$ cat config.mk
export PLATFORM = sky130hd
export DESIGN_NAME = line_follow_junction_sequencer_core_flat
export DESIGN_NICKNAME = d
export VERILOG_FILES = /design/src/hdl/lfjs_pkg.sv /design/src/hdl/lfjs_in_if.sv /design/src/hdl/lfjs_out_if.sv /design/src/hdl/lfjs_speed.sv /design/src/hdl/line_follow_junction_sequencer_core.sv /design/src/flat_wrapper.sv
export VERILOG_INCLUDE_DIRS = /design/src /design/src/hdl
export SDC_FILE = /design/constraint.sdc
export NUM_CORES = 1
export LEC_CHECK = 0
export BUFFER_PORTS_ARGS = -buffer_cell sky130_fd_sc_hd__buf_4
export CORE_MARGIN = 2
export CORE_UTILIZATION = 56
export CTS_BUF_LIST = sky130_fd_sc_hd__clkbuf_8
export CTS_CLUSTER_SIZE = 24
export DETAILED_ROUTE_END_ITERATION = 6
export PLACE_DENSITY_LB_ADDON = 0.1
export REMOVE_ABC_BUFFERS = 1
export SYNTH_ARGS = -nofsm -noshare
export SYNTH_HDL_FRONTEND = slang
export SYNTH_HIERARCHICAL = 1
export SYNTH_SLANG_ARGS = --single-unit
$ cat constraint.sdc
create_clock -name clk -period 4.7 [get_ports clk]
set_input_delay 0.705 -clock clk [delete_from_list [all_inputs] [get_ports clk]]
set_output_delay 0.705 -clock clk [all_outputs]
set_load 0.005 [all_outputs]
$ cat src/hdl/line_follow_junction_sequencer_core_assert.svh
// ----------------------------------------------------------------------------
// line_follow_junction_sequencer_core_assert.svh
// assertion macros for the line follow junction sequencer, empty in synthesis
// ----------------------------------------------------------------------------
`ifndef LINE_FOLLOW_JUNCTION_SEQUENCER_CORE_ASSERT_SVH
`define LINE_FOLLOW_JUNCTION_SEQUENCER_CORE_ASSERT_SVH

`ifndef SYNTHESIS
// same-cycle implication
`define LFJS_ASSERT(lbl, clk, rstn, ante, cons) \
  lbl: assert property (@(posedge clk) disable iff (!(rstn)) (ante) |-> (cons)) \
    else $error("lfjs assertion failed");
// next-cycle implication
`define LFJS_ASSERT_NXT(lbl, clk, rstn, ante, cons) \
  lbl: assert property (@(posedge clk) disable iff (!(rstn)) (ante) |=> (cons)) \
    else $error("lfjs assertion failed");
`else
`define LFJS_ASSERT(lbl, clk, rstn, ante, cons)
`define LFJS_ASSERT_NXT(lbl, clk, rstn, ante, cons)
`endif

`endif

$ cat src/hdl/lfjs_pkg.sv
// ----------------------------------------------------------------------------
// lfjs_pkg
// shared types and constants of the line follow junction sequencer
// ----------------------------------------------------------------------------
`default_nettype none

package lfjs_pkg;

  typedef enum logic [2:0] {
    PH_IDLE   = 3'd0,
    PH_BLIND  = 3'd1,
    PH_SEEK   = 3'd2,
    PH_SETTLE = 3'd3,
    PH_FOLLOW = 3'd4,
    PH_CENTER = 3'd5
  } phase_t;

  typedef enum logic [1:0] {
    DR_STOP  = 2'd0,
    DR_ADV   = 2'd1,
    DR_RIGHT = 2'd2,
    DR_LEFT  = 2'd3
  } drive_t;

  // command codes
  localparam logic [2:0] CMD_NONE  = 3'd0;
  localparam logic [2:0] CMD_FWD   = 3'd1;
  localparam logic [2:0] CMD_RIGHT = 3'd2;
  localparam logic [2:0] CMD_LEFT  = 3'd3;
  localparam logic [2:0] CMD_ESTOP = 3'd4;

  // register indexes
  localparam logic [2:0] REG_TARGET_FORWARD     = 3'd0;
  localparam logic [2:0] REG_TARGET_AFTER_RIGHT = 3'd1;
  localparam logic [2:0] REG_TARGET_MARKERS     = 3'd2;
  localparam logic [2:0] REG_SPEED_FAST         = 3'd3;
  localparam logic [2:0] REG_SPEED_SLOW         = 3'd4;
  localparam logic [2:0] REG_SPIN_SPEED         = 3'd5;
  localparam logic [2:0] REG_SPEED_FLOOR        = 3'd6;
  localparam logic [2:0] REG_BLIND_MS           = 3'd7;

  localparam int CFG_INDEX_W = 3;
  localparam int CFG_DATA_W  = 8;

  localparam int STEP_DOWN  = 5;
  localparam int TURN_BOOST = 10;
  localparam int CENTER_MS  = 110;
  localparam int SETTLE_MS  = 200;

  typedef struct packed {
    logic [3:0] target_forward;
    logic [3:0] target_after_right;
    logic [3:0] target_markers;
    logic [7:0] speed_fast;
    logic [7:0] speed_slow;
    logic [7:0] spin_speed;
    logic [7:0] speed_floor;
    logic [7:0] blind_ms;
  } cfg_t;

  localparam cfg_t CFG_RESET = '{
    target_forward:     4'd5,
    target_after_right: 4'd2,
    target_markers:     4'd3,
    speed_fast:         8'd60,
    speed_slow:         8'd40,
    spin_speed:         8'd60,
    speed_floor:        8'd35,
    blind_ms:           8'd150
  };

  // follow speeds handed from the speed unit to the sequencer
  typedef struct packed {
    logic [7:0] cur;
    logic [7:0] boosted;
  } speed_pair_t;

endpackage

`default_nettype wire

$ cat src/hdl/lfjs_in_if.sv
// ----------------------------------------------------------------------------
// lfjs_in_if
// sensor tick channel: command, three line sensors and millisecond strobe
// ----------------------------------------------------------------------------
`default_nettype none

interface lfjs_in_if;
  logic       valid;
  logic       ready;
  logic [2:0] cmd;
  logic       sense_left;
  logic       sense_mid;
  logic       sense_right;
  logic       ms_strobe;

  modport source (
    output valid, cmd, sense_left, sense_mid, sense_right, ms_strobe,
    input  ready
  );
  modport sink (
    input  valid, cmd, sense_left, sense_mid, sense_right, ms_strobe,
    output ready
  );
endinterface

`default_nettype wire

$ cat src/hdl/lfjs_out_if.sv
// ----------------------------------------------------------------------------
// lfjs_out_if
// result channel: drive command, speed, phase, count and abort flag
// ----------------------------------------------------------------------------
`default_nettype none

interface lfjs_out_if;
  logic       valid;
  logic       ready;
  logic [1:0] drive;
  logic [7:0] drive_speed;
  logic [2:0] phase_now;
  logic [3:0] crossed;
  logic       aborted;

  modport source (
    output valid, drive, drive_speed, phase_now, crossed, aborted,
    input  ready
  );
  modport sink (
    input  valid, drive, drive_speed, phase_now, crossed, aborted,
    output ready
  );
endinterface

`default_nettype wire

$ cat src/hdl/lfjs_speed.sv
// ----------------------------------------------------------------------------
// lfjs_speed
// follow speed: start speed less a step per count, floored, plus turn boost
// ----------------------------------------------------------------------------
`default_nettype none

module lfjs_speed
  import lfjs_pkg::*;
#(
  parameter int COUNT_BITS = 4
) (
  input  wire logic [7:0]            start_speed,
  input  wire logic [7:0]            floor_speed,
  input  wire logic [COUNT_BITS-1:0] count,
  output speed_pair_t                speeds
);

  // count * 5 stays below 2^11 for counts up to 8 bits
  logic [10:0] offset;
  logic [10:0] diff;
  logic        use_floor;
  logic [8:0]  boost_sum;

  assign offset    = 11'(count) * 11'(STEP_DOWN);
  assign diff      = 11'(start_speed) - offset;
  assign use_floor = (offset > 11'(start_speed)) || (diff < 11'(floor_speed));

  assign speeds.cur = use_floor ? floor_speed : diff[7:0];

  // saturate at full scale
  assign boost_sum      = 9'(speeds.cur) + 9'(TURN_BOOST);
  assign speeds.boosted = boost_sum[8] ? 8'hFF : boost_sum[7:0];

endmodule

`default_nettype wire

$ cat src/hdl/line_follow_junction_sequencer_core.sv
// ----------------------------------------------------------------------------
// line_follow_junction_sequencer_core
// line follower run sequencer with junction counting and timed rotations
// ----------------------------------------------------------------------------
// usage
//   in_ch  : one item per sensor tick (cmd, three line sensors, ms strobe)
//   out_ch : one item per input item (drive, drive_speed, phase_now,
//            crossed, aborted), in order
//   cfg_*  : plain write port, register i at index i, written while idle
// timing
//   an item accepted at an edge has its result valid right after that edge;
//   one item per cycle is sustained while out_ch.ready stays high, with a
//   single state update per tick
//   the result sits in the state registers themselves; a new item is taken
//   in the same cycle the waiting result is taken
// stall
//   while out_ch.ready is low with a result pending, in_ch.ready drops and
//   the state holds, so no result is lost or overwritten
// reset
//   synchronous rst_n: phase idle, counters and timer cleared, drive stop,
//   speed zero, registers back to their reset values, no result pending
// ----------------------------------------------------------------------------
`default_nettype none
`include "line_follow_junction_sequencer_core_assert.svh"

module line_follow_junction_sequencer_core
  import lfjs_pkg::*;
#(
  parameter int COUNT_BITS = 4,
  parameter int TIMER_BITS = 8
) (
  input  wire logic                   clk,
  input  wire logic                   rst_n,
  lfjs_in_if.sink                     in_ch,
  lfjs_out_if.source                  out_ch,
  input  wire logic                   cfg_we,
  input  wire logic [CFG_INDEX_W-1:0] cfg_index,
  input  wire logic [CFG_DATA_W-1:0]  cfg_data
);

  // --------------------------------------------------------------------------
  // configuration registers
  // --------------------------------------------------------------------------
  cfg_t cfg_r;

  always_ff @(posedge clk) begin
    if (!rst_n) begin
      cfg_r <= CFG_RESET;
    end else if (cfg_we) begin
      unique case (cfg_index)
        REG_TARGET_FORWARD:     cfg_r.target_forward     <= cfg_data[3:0];
        REG_TARGET_AFTER_RIGHT: cfg_r.target_after_right <= cfg_data[3:0];
        REG_TARGET_MARKERS:     cfg_r.target_markers     <= cfg_data[3:0];
        REG_SPEED_FAST:         cfg_r.speed_fast         <= cfg_data;
        REG_SPEED_SLOW:         cfg_r.speed_slow         <= cfg_data;
        REG_SPIN_SPEED:         cfg_r.spin_speed         <= cfg_data;
        REG_SPEED_FLOOR:        cfg_r.speed_floor        <= cfg_data;
        REG_BLIND_MS:           cfg_r.blind_ms           <= cfg_data;
        default:                cfg_r                    <= cfg_r;
      endcase
    end
  end

  // --------------------------------------------------------------------------
  // sequencer state, doubles as the result register
  // --------------------------------------------------------------------------
  phase_t                phase_r,       phase_nxt;
  logic                  spin_left_r,   spin_left_nxt;
  logic                  marker_mode_r, marker_mode_nxt;
  logic [COUNT_BITS-1:0] mark_count_r,  mark_count_nxt;
  logic                  on_mark_r,     on_mark_nxt;
  logic [3:0]            run_target_r,  run_target_nxt;
  logic [7:0]            run_start_r,   run_start_nxt;
  logic [TIMER_BITS-1:0] ms_timer_r,    ms_timer_nxt;
  drive_t                last_drive_r,  last_drive_nxt;
  logic [7:0]            last_speed_r,  last_speed_nxt;
  logic                  aborted_r,     aborted_nxt;
  logic                  out_valid_r;

  logic accept;

  // the output side frees up either when empty or when taken this cycle
  assign in_ch.ready = !out_valid_r || out_ch.ready;
  assign accept      = in_ch.valid && in_ch.ready;

  // --------------------------------------------------------------------------
  // per-tick helper terms
  // --------------------------------------------------------------------------
  logic [2:0]            pat;
  logic                  estop;
  logic                  junction;
  logic                  seen;
  logic [TIMER_BITS-1:0] timer_inc;
  logic                  blind_done;
  logic                  settle_done;
  logic                  center_done;
  logic [COUNT_BITS-1:0] count_sat;
  logic                  count_hit;
  logic [3:0]            settle_target;
  drive_t                spin_drive;
  speed_pair_t           follow_speed;

  assign pat   = {in_ch.sense_left, in_ch.sense_mid, in_ch.sense_right};
  assign estop = (in_ch.cmd == CMD_ESTOP);

  // markers: mid and right; junctions: all three sensors
  assign junction = marker_mode_r ? (in_ch.sense_mid && in_ch.sense_right)
                                  : (pat == 3'b111);
  assign seen     = spin_left_r ? in_ch.sense_left : in_ch.sense_right;

  // saturating millisecond timer
  assign timer_inc = (in_ch.ms_strobe && (ms_timer_r != '1)) ?
                     ms_timer_r + 1'b1 : ms_timer_r;

  assign blind_done  = timer_inc >= TIMER_BITS'(cfg_r.blind_ms);
  assign settle_done = timer_inc >= TIMER_BITS'(SETTLE_MS);
  assign center_done = timer_inc >= TIMER_BITS'(CENTER_MS);

  // saturating count, target reached when at or above it
  assign count_sat = (mark_count_r == '1) ? mark_count_r : mark_count_r + 1'b1;
  assign count_hit = junction && !on_mark_r && (8'(count_sat) >= 8'(run_target_r));

  assign settle_target = spin_left_r ? cfg_r.target_markers : cfg_r.target_after_right;
  assign spin_drive    = spin_left_r ? DR_LEFT : DR_RIGHT;

  lfjs_speed #(
    .COUNT_BITS (COUNT_BITS)
  ) u_speed (
    .start_speed (run_start_r),
    .floor_speed (cfg_r.speed_floor),
    .count       (mark_count_r),
    .speeds      (follow_speed)
  );

  // --------------------------------------------------------------------------
  // next phase
  // --------------------------------------------------------------------------
  always_comb begin
    phase_nxt = phase_r;
    unique case (phase_r)
      PH_IDLE: begin
        if (in_ch.cmd == CMD_FWD) begin
          phase_nxt = (cfg_r.target_forward == 4'd0) ? PH_CENTER : PH_FOLLOW;
        end else if ((in_ch.cmd == CMD_RIGHT) || (in_ch.cmd == CMD_LEFT)) begin
          phase_nxt = (cfg_r.blind_ms == 8'd0) ? PH_SEEK : PH_BLIND;
        end
      end
      PH_BLIND: begin
        priority if (estop)   phase_nxt = PH_IDLE;
        else if (blind_done)  phase_nxt = PH_SEEK;
      end
      PH_SEEK: begin
        priority if (estop)   phase_nxt = PH_IDLE;
        else if (seen)        phase_nxt = PH_SETTLE;
      end
      PH_SETTLE: begin
        if (settle_done) begin
          phase_nxt = (settle_target == 4'd0) ? PH_CENTER : PH_FOLLOW;
        end
      end
      PH_FOLLOW: begin
        // reaching the target on this tick wins over the e-stop
        priority if (count_hit) phase_nxt = PH_CENTER;
        else if (estop)         phase_nxt = PH_IDLE;
      end
      PH_CENTER: begin
        if (center_done) phase_nxt = PH_IDLE;
      end
      default: phase_nxt = PH_IDLE;
    endcase
  end

  // --------------------------------------------------------------------------
  // datapath and outputs of the sequencer
  // --------------------------------------------------------------------------
  always_comb begin
    spin_left_nxt   = spin_left_r;
    marker_mode_nxt = marker_mode_r;
    mark_count_nxt  = mark_count_r;
    on_mark_nxt     = on_mark_r;
    run_target_nxt  = run_target_r;
    run_start_nxt   = run_start_r;
    ms_timer_nxt    = ms_timer_r;
    last_drive_nxt  = last_drive_r;
    last_speed_nxt  = last_speed_r;
    aborted_nxt     = 1'b0;

    unique case (phase_r)
      PH_IDLE: begin
        if (in_ch.cmd == CMD_FWD) begin
          // start a forward run, drive held on the start tick unless the target is zero
          mark_count_nxt  = '0;
          on_mark_nxt     = 1'b1;
          run_target_nxt  = cfg_r.target_forward;
          run_start_nxt   = cfg_r.speed_fast;
          marker_mode_nxt = 1'b0;
          ms_timer_nxt    = '0;
          if (cfg_r.target_forward == 4'd0) begin
            last_drive_nxt = DR_ADV;
            last_speed_nxt = cfg_r.speed_floor;
          end
        end else if ((in_ch.cmd == CMD_RIGHT) || (in_ch.cmd == CMD_LEFT)) begin
          // rotation starts at once
          spin_left_nxt  = (in_ch.cmd == CMD_LEFT);
          mark_count_nxt = '0;
          ms_timer_nxt   = '0;
          last_drive_nxt = (in_ch.cmd == CMD_LEFT) ? DR_LEFT : DR_RIGHT;
          last_speed_nxt = cfg_r.spin_speed;
        end
      end
      PH_BLIND: begin
        if (estop) begin
          last_drive_nxt = DR_STOP;
          aborted_nxt    = 1'b1;
        end else begin
          last_drive_nxt = spin_drive;
          last_speed_nxt = cfg_r.spin_speed;
          ms_timer_nxt   = blind_done ? '0 : timer_inc;
        end
      end
      PH_SEEK: begin
        if (estop) begin
          last_drive_nxt = DR_STOP;
          aborted_nxt    = 1'b1;
        end else begin
          last_speed_nxt = cfg_r.spin_speed;
          if (seen) begin
            last_drive_nxt = DR_STOP;
            ms_timer_nxt   = '0;
          end else begin
            last_drive_nxt = spin_drive;
          end
        end
      end
      PH_SETTLE: begin
        last_drive_nxt = DR_STOP;
        ms_timer_nxt   = timer_inc;
        if (settle_done) begin
          mark_count_nxt  = '0;
          on_mark_nxt     = 1'b1;
          run_target_nxt  = settle_target;
          run_start_nxt   = cfg_r.speed_slow;
          marker_mode_nxt = spin_left_r;
          ms_timer_nxt    = '0;
          if (settle_target == 4'd0) begin
            last_drive_nxt = DR_ADV;
            last_speed_nxt = cfg_r.speed_floor;
          end
        end
      end
      PH_FOLLOW: begin
        if (junction) begin
          // count only on entry to a junction
          if (!on_mark_r) begin
            mark_count_nxt = count_sat;
            on_mark_nxt    = 1'b1;
          end
          if (count_hit) begin
            ms_timer_nxt   = '0;
            last_drive_nxt = DR_ADV;
            last_speed_nxt = cfg_r.speed_floor;
          end else begin
            last_drive_nxt = DR_ADV;
            last_speed_nxt = follow_speed.cur;
          end
        end else if (pat != 3'b101) begin
          // left and right without mid holds everything but an e-stop
          on_mark_nxt = 1'b0;
          unique case (pat)
            3'b000, 3'b010: begin
              last_drive_nxt = DR_ADV;
              last_speed_nxt = follow_speed.cur;
            end
            3'b001, 3'b011: begin
              last_drive_nxt = DR_RIGHT;
              last_speed_nxt = follow_speed.boosted;
            end
            default: begin
              last_drive_nxt = DR_LEFT;
              last_speed_nxt = follow_speed.boosted;
            end
          endcase
        end
        if (!count_hit && estop) begin
          last_drive_nxt = DR_STOP;
          aborted_nxt    = 1'b1;
        end
      end
      PH_CENTER: begin
        last_drive_nxt = DR_ADV;
        last_speed_nxt = cfg_r.speed_floor;
        ms_timer_nxt   = timer_inc;
        if (center_done) begin
          last_drive_nxt = DR_STOP;
          ms_timer_nxt   = '0;
        end
      end
      default: last_drive_nxt = DR_STOP;
    endcase
  end

  // --------------------------------------------------------------------------
  // state update, one tick per accepted item
  // --------------------------------------------------------------------------
  always_ff @(posedge clk) begin
    if (!rst_n) begin
      phase_r       <= PH_IDLE;
      spin_left_r   <= 1'b0;
      marker_mode_r <= 1'b0;
      mark_count_r  <= '0;
      on_mark_r     <= 1'b1;
      run_target_r  <= 4'd0;
      run_start_r   <= 8'd0;
      ms_timer_r    <= '0;
      last_drive_r  <= DR_STOP;
      last_speed_r  <= 8'd0;
      aborted_r     <= 1'b0;
      out_valid_r   <= 1'b0;
    end else begin
      if (accept) begin
        phase_r       <= phase_nxt;
        spin_left_r   <= spin_left_nxt;
        marker_mode_r <= marker_mode_nxt;
        mark_count_r  <= mark_count_nxt;
        on_mark_r     <= on_mark_nxt;
        run_target_r  <= run_target_nxt;
        run_start_r   <= run_start_nxt;
        ms_timer_r    <= ms_timer_nxt;
        last_drive_r  <= last_drive_nxt;
        last_speed_r  <= last_speed_nxt;
        aborted_r     <= aborted_nxt;
      end
      if (accept) begin
        out_valid_r <= 1'b1;
      end else if (out_ch.ready) begin
        out_valid_r <= 1'b0;
      end
    end
  end

  // result straight from the updated state
  assign out_ch.valid       = out_valid_r;
  assign out_ch.drive       = last_drive_r;
  assign out_ch.drive_speed = last_speed_r;
  assign out_ch.phase_now   = phase_r;
  assign out_ch.crossed     = 4'(mark_count_r);
  assign out_ch.aborted     = aborted_r;

  // --------------------------------------------------------------------------
  // assertions
  // --------------------------------------------------------------------------
  // an abort always lands in idle with the drive stopped
  `LFJS_ASSERT(a_abort_idle, clk, rst_n, aborted_r,
               (phase_r == PH_IDLE) && (last_drive_r == DR_STOP))
  // a zero target never reaches follow
  `LFJS_ASSERT(a_follow_target, clk, rst_n, phase_r == PH_FOLLOW, run_target_r != 4'd0)
  // centering always advances
  `LFJS_ASSERT(a_center_adv, clk, rst_n, phase_r == PH_CENTER, last_drive_r == DR_ADV)
  // forward command from idle with a target enters follow
  `LFJS_ASSERT_NXT(a_fwd_start, clk, rst_n,
                   accept && (phase_r == PH_IDLE) && (in_ch.cmd == CMD_FWD) &&
                   (cfg_r.target_forward != 4'd0),
                   phase_r == PH_FOLLOW)

endmodule

`default_nettype wire

$ cat src/flat_wrapper.sv
// flat-port wrapper written by rule: the top's interface ports become plain ports
module line_follow_junction_sequencer_core_flat import lfjs_pkg::*;
#(
  parameter int COUNT_BITS = 4,
  parameter int TIMER_BITS = 8
)
  (clk, rst_n, cfg_we, cfg_index, cfg_data, in_ch_valid, in_ch_cmd, in_ch_sense_left, in_ch_sense_mid, in_ch_sense_right, in_ch_ms_strobe, in_ch_ready, out_ch_valid, out_ch_drive, out_ch_drive_speed, out_ch_phase_now, out_ch_crossed, out_ch_aborted, out_ch_ready);
  lfjs_in_if in_ch_i ();
  lfjs_out_if out_ch_i ();
  input  wire logic clk;
  input  wire logic rst_n;
  input  wire logic cfg_we;
  input  wire logic [CFG_INDEX_W-1:0] cfg_index;
  input  wire logic [CFG_DATA_W-1:0] cfg_data;
  input wire logic [$bits(in_ch_i.valid)-1:0] in_ch_valid;
  input wire logic [$bits(in_ch_i.cmd)-1:0] in_ch_cmd;
  input wire logic [$bits(in_ch_i.sense_left)-1:0] in_ch_sense_left;
  input wire logic [$bits(in_ch_i.sense_mid)-1:0] in_ch_sense_mid;
  input wire logic [$bits(in_ch_i.sense_right)-1:0] in_ch_sense_right;
  input wire logic [$bits(in_ch_i.ms_strobe)-1:0] in_ch_ms_strobe;
  output wire logic [$bits(in_ch_i.ready)-1:0] in_ch_ready;
  output wire logic [$bits(out_ch_i.valid)-1:0] out_ch_valid;
  output wire logic [$bits(out_ch_i.drive)-1:0] out_ch_drive;
  output wire logic [$bits(out_ch_i.drive_speed)-1:0] out_ch_drive_speed;
  output wire logic [$bits(out_ch_i.phase_now)-1:0] out_ch_phase_now;
  output wire logic [$bits(out_ch_i.crossed)-1:0] out_ch_crossed;
  output wire logic [$bits(out_ch_i.aborted)-1:0] out_ch_aborted;
  input wire logic [$bits(out_ch_i.ready)-1:0] out_ch_ready;
  assign in_ch_i.valid = in_ch_valid;
  assign in_ch_i.cmd = in_ch_cmd;
  assign in_ch_i.sense_left = in_ch_sense_left;
  assign in_ch_i.sense_mid = in_ch_sense_mid;
  assign in_ch_i.sense_right = in_ch_sense_right;
  assign in_ch_i.ms_strobe = in_ch_ms_strobe;
  assign in_ch_ready = in_ch_i.ready;
  assign out_ch_valid = out_ch_i.valid;
  assign out_ch_drive = out_ch_i.drive;
  assign out_ch_drive_speed = out_ch_i.drive_speed;
  assign out_ch_phase_now = out_ch_i.phase_now;
  assign out_ch_crossed = out_ch_i.crossed;
  assign out_ch_aborted = out_ch_i.aborted;
  assign out_ch_i.ready = out_ch_ready;
  line_follow_junction_sequencer_core #(.COUNT_BITS(COUNT_BITS), .TIMER_BITS(TIMER_BITS)) u_core (.clk(clk), .rst_n(rst_n), .in_ch(in_ch_i), .out_ch(out_ch_i), .cfg_we(cfg_we), .cfg_index(cfg_index), .cfg_data(cfg_data));
endmodule
==> flow_summary.ini, run 1 <==
[run_status]
status = completed

[synthesis]
synth_compound_area_share_pct = 22.8
ys.flop_type = dfxtp_1
avgSynthCellArea_um2 = 7.62
synthAdderAreaFrac_pct = 7.22
synth_edf_count = 0
synth-seq-cells = 94
yosys.area_share.simple_pct = 24.9
postSynthCellCount = 801
async_reset_ff_share_pct = 0
ys_seq_area_share_pct = 30.8
syn_area_mm2 = 0.00610
muxShareOfSynthArea_pct = 7.24
yosysWarnings = 6
synth_top_family_by_area = simple AND/OR/NAND/NOR gates
synth_xor_area_share_pct = 1.58
yosysUniqueCellTypes = 74

[sta]
fin_setup_tns_ps = 0
finalCritPeriodShare_pct = 96.1
slew_viol_final = 0
finalHoldViolations = 0
max_slew.worst_pin.slew_ps = 1010
fmax_ghz = 0.221
setup_violations = 0
finalClockSkew_ps = 12.8
min_period_ps = 4520
relSlewSlack_pct = 32.1

[floorplanning]
coreArea_mm2 = 0.0107
fp-row-count = 38
die_x_um = 108
initial_core_util_pct = 56.8
io_pins = 43
die_h_um = 108
die-area_mm2 = 0.0117

[final_layout]
antenna_cells = 0
multi_input_area_mm2 = 0.00402
drive_gt1_share_pct = 15.5
area_delta_synth_final_pct = 13.4
register_area_mm2 = 0.00188
nNetsFinal = 889
final_core_util_pct = 64.4
n_fill_cell = 977

[clock_network]
cts_hold_buf = 0
cts_buffers = 9
cts_tree = built
clk_path_buf_depth = 2
cts_root_buf = clkbuf_8
h-tree-depth = 3
cts.clk_slew.worst_paths_ps = 100
clk_latency_ps = 390
cts.sinks = 94

[job]
maxCapViolations = 0

[critical_path]
end_kind = register
arrival_ps = 4770
critical_path_peak_fanout = 8
startpoint_type = register
cp.required_ps = 4950
path_class = register to register

[worst_hold_path]
min-delay-path-class = register to register

[pwr]
power_mw = 1.88
ir_drop_mv = 0.228
p_leak_nw = 2.74
powerDensity_mw_per_mm2 = 272

[detailed_routing]
wl_per_cell_um = 17.5
vias = 5976
drt-total-wl_um = 17100
initialDrtViolationCount = 555
drc = 0
viasPerCell = 6.12
firstDrtPassIters = 6
route.antenna.remaining_nets = 0

[grt]
grt_max_degree = 64
first_global_vias = 5386
grt_first_pass_wirelength_um = 27200
gr-usage-all-layers_pct = 29.6
antenna_found_initial = 0
overflow = 0

[place]
dpl.hpwl_um = 12400
place_congestion = 0.954
port_buffers = 42
registers in the layout, summed over array words and instances, names as in the netlist:
register / count
u_core/cfg_r: 52
u_core/run_start_r: 8
u_core/out_ch.drive_speed: 8
u_core/out_ch.valid: 1
u_core/out_ch.aborted: 1
u_core/on_mark_r: 1
u_core/out_ch.crossed: 4
u_core/out_ch.drive: 2
u_core/marker_mode_r: 1
u_core/spin_left_r: 1
u_core/ms_timer_r: 8
u_core/run_target_r: 4
u_core/out_ch.phase_now: 3
final cells by class:
class | instances | share of cell area (%)
clock buffers | 9 | 1.79
clock inverters | 7 | 1.16
well taps | 140 | 2.53
repair buffers | 60 | 6.67
multi-input cells | 621 | 58.1
flip-flops and latches | 94 | 27.2
inverters | 46 | 2.50
metal layers:
metal	vias to the layer above	track usage (%)	part of all wire, %	wire (um)
met5	-	0	0	0
met4	0	8.88	2.2	375
met3	35	6.21	6.3	1070
met2	220	45.9	45	7760
met1	2786	41.4	46	7910
li1	2935	-	-	-
kinds of logic after synthesis:
family	Yosys count
simple gates	328
buf+inv	86
compound gates	206
xor+xnor	11
mux	42
fa+ha+maj	34
flops	94
timing repair:
item | in CTS | in global routing
endpoints found under the setup margin | 0 | 8
setup buffers | 0 | 5
resized for setup | 0 | 33
cell usage in the layout (no fill, tap or decap), drive strengths merged, types with 4 or more instances in the layout:
cell and instances:
a21boi 4, o221ai 5, a41oi 4, mux2i 35, buf 60, or3b 4, a311oi 9, a21oi 53
a22oi 7, nand2b 14, a21o 5, a211oi 11, nand4 6, a31oi 5, and2 5, nand2 142
nor2 74, inv 48, o211ai 11, o21ai 47, mux2 7, and3 6, or3 4, or2 6
nor2b 5, nor3 16, o221a 4, a32oi 4, ha 32, o22ai 11, xnor2 9, nor4 6
dfxtp 94, clkbuf 9, nand3 27
cells in the mapped netlist (4+ instances only):
cell type	count	area, um^2
a211oi_1	11	82.6
a21boi_0	4	30.0
a21o_1	5	37.5
a21oi_1	53	265
a22oi_1	6	45.0
a311oi_1	9	78.8
a31oi_1	5	31.3
a32oi_1	4	35.0
a41oi_1	4	35.0
and2_1	5	31.3
and3_1	6	37.5
buf_2	7	35.0
clkbuf_1	31	116
dfxtp_1	94	1880
ha_1	32	400
inv_1	44	165
mux2_2	7	78.8
mux2i_1	34	340
nand2_1	142	533
nand2b_1	14	87.6
nand3_1	27	135
nand4_1	5	31.3
nor2_1	74	278
nor2b_1	5	31.3
nor3_1	15	75.1
nor4_1	6	37.5
o211ai_1	11	82.6
o21ai_0	42	210
o21ai_1	5	25.0
o221a_2	4	45.0
o221ai_1	5	43.8
o22ai_1	10	62.6
or2_2	6	37.5
or3_1	4	25.0
xnor2_1	9	78.8
path summary, 6_finish.rpt:
check                                                                 end  slack [ps]  cells after the start                                   from
worst max-delay path            u_core/out_ch.drive_speed[6]$_SDFFE_PN0P_         180                     23  u_core/out_ch.crossed[1]$_SDFFE_PN0P_
worst min-delay path                   u_core/out_ch.aborted$_SDFFE_PN0P_         460                      2     u_core/out_ch.aborted$_SDFFE_PN0P_
worst max register to register  u_core/out_ch.drive_speed[6]$_SDFFE_PN0P_         180                     23  u_core/out_ch.crossed[1]$_SDFFE_PN0P_
worst min register to register         u_core/out_ch.aborted$_SDFFE_PN0P_         460                      2     u_core/out_ch.aborted$_SDFFE_PN0P_
through the flow:
step | cell area, um^2 | setup slack (ps) | hold WS (ps) | std cells
2_1_floorplan | 5940 | -600 | 436 | 761
5_1_grt | 6920 | -35.5 | 473 | 977
6_report | 6920 | 184 | 458 | 977
3_3_place_gp | 6530 | 221 | 443 | 956
4_1_cts | 6740 | 9.81 | 464 | 972
3_5_place_dp | 6530 | 26.3 | 450 | 956
worst max-delay path, cell delays in order (launching register included):
cell and delay, ps:
dfxtp_2 350, ha_4 240, ha_4 160, fa_2 560, inv_1 60, ha_4 290, o21ai_1 100, o21ai_1 230
and2_4 200, a21oi_1 50, ha_1 300, nand4_1 100, a211oi_2 180, o22a_1 210, o22ai_4 100, buf_6 160
a21oi_2 120, buf_4 170, inv_1 80, o32a_1 190, o221a_2 220, o21ai_0 60, and3_1 190, nor3_2 40
report_power, final:
part	switching [mW]	internal [mW]	leakage, nW	total (mW)
clock	0.315	0.253	0.102	0.568
sequential	0.0331	0.824	0.764	0.857
combinational	0.249	0.207	1.87	0.456
(Power assumes the default switching activity.)
==> inputs of run 2 (changes only) <==
--- a/config.mk
+++ b/config.mk
@@ -7,6 +7,7 @@
 export NUM_CORES = 1
 export LEC_CHECK = 0
 export BUFFER_PORTS_ARGS = -buffer_cell sky130_fd_sc_hd__buf_4
+export CORE_ASPECT_RATIO = 0.9
 export CORE_MARGIN = 2
 export CORE_UTILIZATION = 56
 export CTS_BUF_LIST = sky130_fd_sc_hd__clkbuf_8
@@ -14,6 +15,7 @@
 export DETAILED_ROUTE_END_ITERATION = 6
 export PLACE_DENSITY_LB_ADDON = 0.1
 export REMOVE_ABC_BUFFERS = 1
+export SLEW_MARGIN = 20
 export SYNTH_ARGS = -nofsm -noshare
 export SYNTH_HDL_FRONTEND = slang
 export SYNTH_HIERARCHICAL = 1
==> flow_summary.ini, run 2 (synthesis results as in run 1) <==
[run_status]
status = completed

[sta]
relSlewSlack_pct = 33.8
finalHoldViolations = 0
min_period_ps = 4520
finalCritPeriodShare_pct = 96.1
finalClockSkew_ps = 17.5
setup_violations = 0
slew_viol_final = 0
fin_setup_tns_ps = 0
max_slew.worst_pin.slew_ps = 985
layout_setup_ws_ps = 183
fmax_ghz = 0.221

[final_layout]
n_fill_cell = 942
area_delta_synth_final_pct = 13.6
antenna_cells = 0
multi_input_area_mm2 = 0.00402
final_common_cell = nand2_1
register_area_mm2 = 0.00188
finalNonFillerCells = 973
drive_gt1_share_pct = 15.7
nNetsFinal = 892
largest_reg_flops = 52
largest_register = u_core/cfg_r
final_cell_mix = nand2_1, dfxtp_1, nor2_1, buf_4, a21oi_1
final_core_util_pct = 64.7

[place]
place_congestion = 1.01
place_inst = 949
dp_slack_ps = 60.3
dpl.hpwl_um = 12600
port_buffers = 42

[detailed_routing]
route.antenna.remaining_nets = 0
viasPerCell = 6.25
firstDrtPassIters = 5
vias = 6082
drc = 0
wl_per_cell_um = 18.0
drt-total-wl_um = 17500
initialDrtViolationCount = 523

[grt]
first_global_vias = 5247
gr-usage-all-layers_pct = 29.1
antenna_found_initial = 0
grt_max_degree = 64
overflow = 0
grt_first_pass_wirelength_um = 26800

[worst_hold_path]
hold_depth = 2
min-delay-path-class = register to register
min_to = u_core/cfg_r[30]$_SDFFE_PN0P_
hold_start = u_core/cfg_r[30]$_SDFFE_PN0P_

[critical_path]
end_kind = register
path_class = register to register
reg2reg_depth = 22
r2r_start = u_core/out_ch.crossed[1]$_SDFFE_PN0P_
arrival_ps = 4830
r2r_slack_ps = 180
critical_path_peak_fanout = 6
cp.required_ps = 5010
startpoint_type = register
regToRegEndpoint = u_core/out_ch.drive_speed[2]$_SDFFE_PN0P_

[floorplanning]
die-area_mm2 = 0.0118
fp-row-count = 36
coreArea_mm2 = 0.0107
die_x_um = 114
io_pins = 43
die_h_um = 103
initial_core_util_pct = 56.9

[clock_network]
h-tree-depth = 3
cts_root_buf = clkbuf_8
cts_tree = built
clk_path_buf_depth = 2
cts.clk_slew.worst_paths_ps = 110
cts_hold_buf = 0
clk_latency_ps = 390
cts.sinks = 94
cts_buffers = 9

[pwr]
p_leak_nw = 2.76
powerDensity_mw_per_mm2 = 278
ir_drop_mv = 0.247
swShare_pct = 32.2
internal_power_mw = 1.31
power_mw = 1.93
clkPwrFrac_pct = 30.7
p_comb_share_pct = 24.8
pwr-share-seq_pct = 44.6
p_switching_mw = 0.621

[job]
maxCapViolations = 0
==> run 2: metrics by stage <==
stage	area [um^2]	hold slack [ps]
2_1_floorplan	5940	436
3_3_place_gp	6520	439
3_5_place_dp	6520	450
4_1_cts	6730	465
5_1_grt	6930	483
6_report	6930	466
==> run 2: repair_timing <==
| action | in CTS | in global routing |
|---|---|---|
| setup endpoints to repair | 0 | 8 |
| buffers inserted | 0 | 8 |
| gates resized for setup | 0 | 32 |
==> run 2: cell type report <==
class,instances,area share (%)
Multi-Input combinational cell,621,58.0
Clock buffer,9,1.79
Timing Repair Buffer,63,6.93
Clock inverter,7,1.25
Sequential cell,94,27.2
Tap cell,133,2.40
Inverter,46,2.49
==> run 2: worst max path at each step <==
stage                                                            to                                   from  slack, ps  cells past startpoint
after CTS                 u_core/out_ch.drive_speed[1]$_SDFFE_PN0P_  u_core/out_ch.crossed[1]$_SDFFE_PN0P_         40                     21
final                     u_core/out_ch.drive_speed[2]$_SDFFE_PN0P_  u_core/out_ch.crossed[1]$_SDFFE_PN0P_        180                     22
after floorplan           u_core/out_ch.drive_speed[6]$_SDFFE_PN0P_  u_core/out_ch.crossed[3]$_SDFFE_PN0P_       -600                     20
after detailed placement  u_core/out_ch.drive_speed[1]$_SDFFE_PN0P_  u_core/out_ch.crossed[1]$_SDFFE_PN0P_         60                     21
after global routing      u_core/out_ch.drive_speed[4]$_SDFFE_PN0P_  u_core/out_ch.crossed[1]$_SDFFE_PN0P_        -30                     22
after global placement    u_core/out_ch.drive_speed[4]$_SDFFE_PN0P_  u_core/out_ch.crossed[1]$_SDFFE_PN0P_        220                     21
==> run 2: power groups by stage <==
stage	combinational, mW	clock [mW]	sequential [mW]
floorplan	0.269	0	0.866
global placement	0.395	0	0.875
detailed placement	0.401	0	0.875
CTS	0.403	0.600	0.857
global route	0.518	0.632	0.862
finish	0.478	0.591	0.858
==> run 2: critical path: stages, from the launching register on <==
cell	delay (ps)
dfxtp_2	340
ha_1	290
ha_2	190
fa_2	520
inv_1	60
ha_4	280
o21ai_0	100
o21ai_1	180
and2_4	190
a21oi_2	50
ha_1	320
nand4_1	120
a211oi_2	190
o22a_1	220
o22ai_4	90
buf_6	160
buf_4	130
or3_1	360
o211ai_1	100
o221a_2	190
o21ai_0	60
and3_1	190
nor3_2	100
==> run 2: routing by layer <==
layer / track usage (%) / vias to the layer above / wire (um)
met4: 7.79 / 0 / 211
met3: 5.53 / 25 / 1340
met2: 44.6 / 254 / 7800
met1: 42.2 / 2863 / 8140
li1: - / 2940 / -
met5: 0 / - / 0
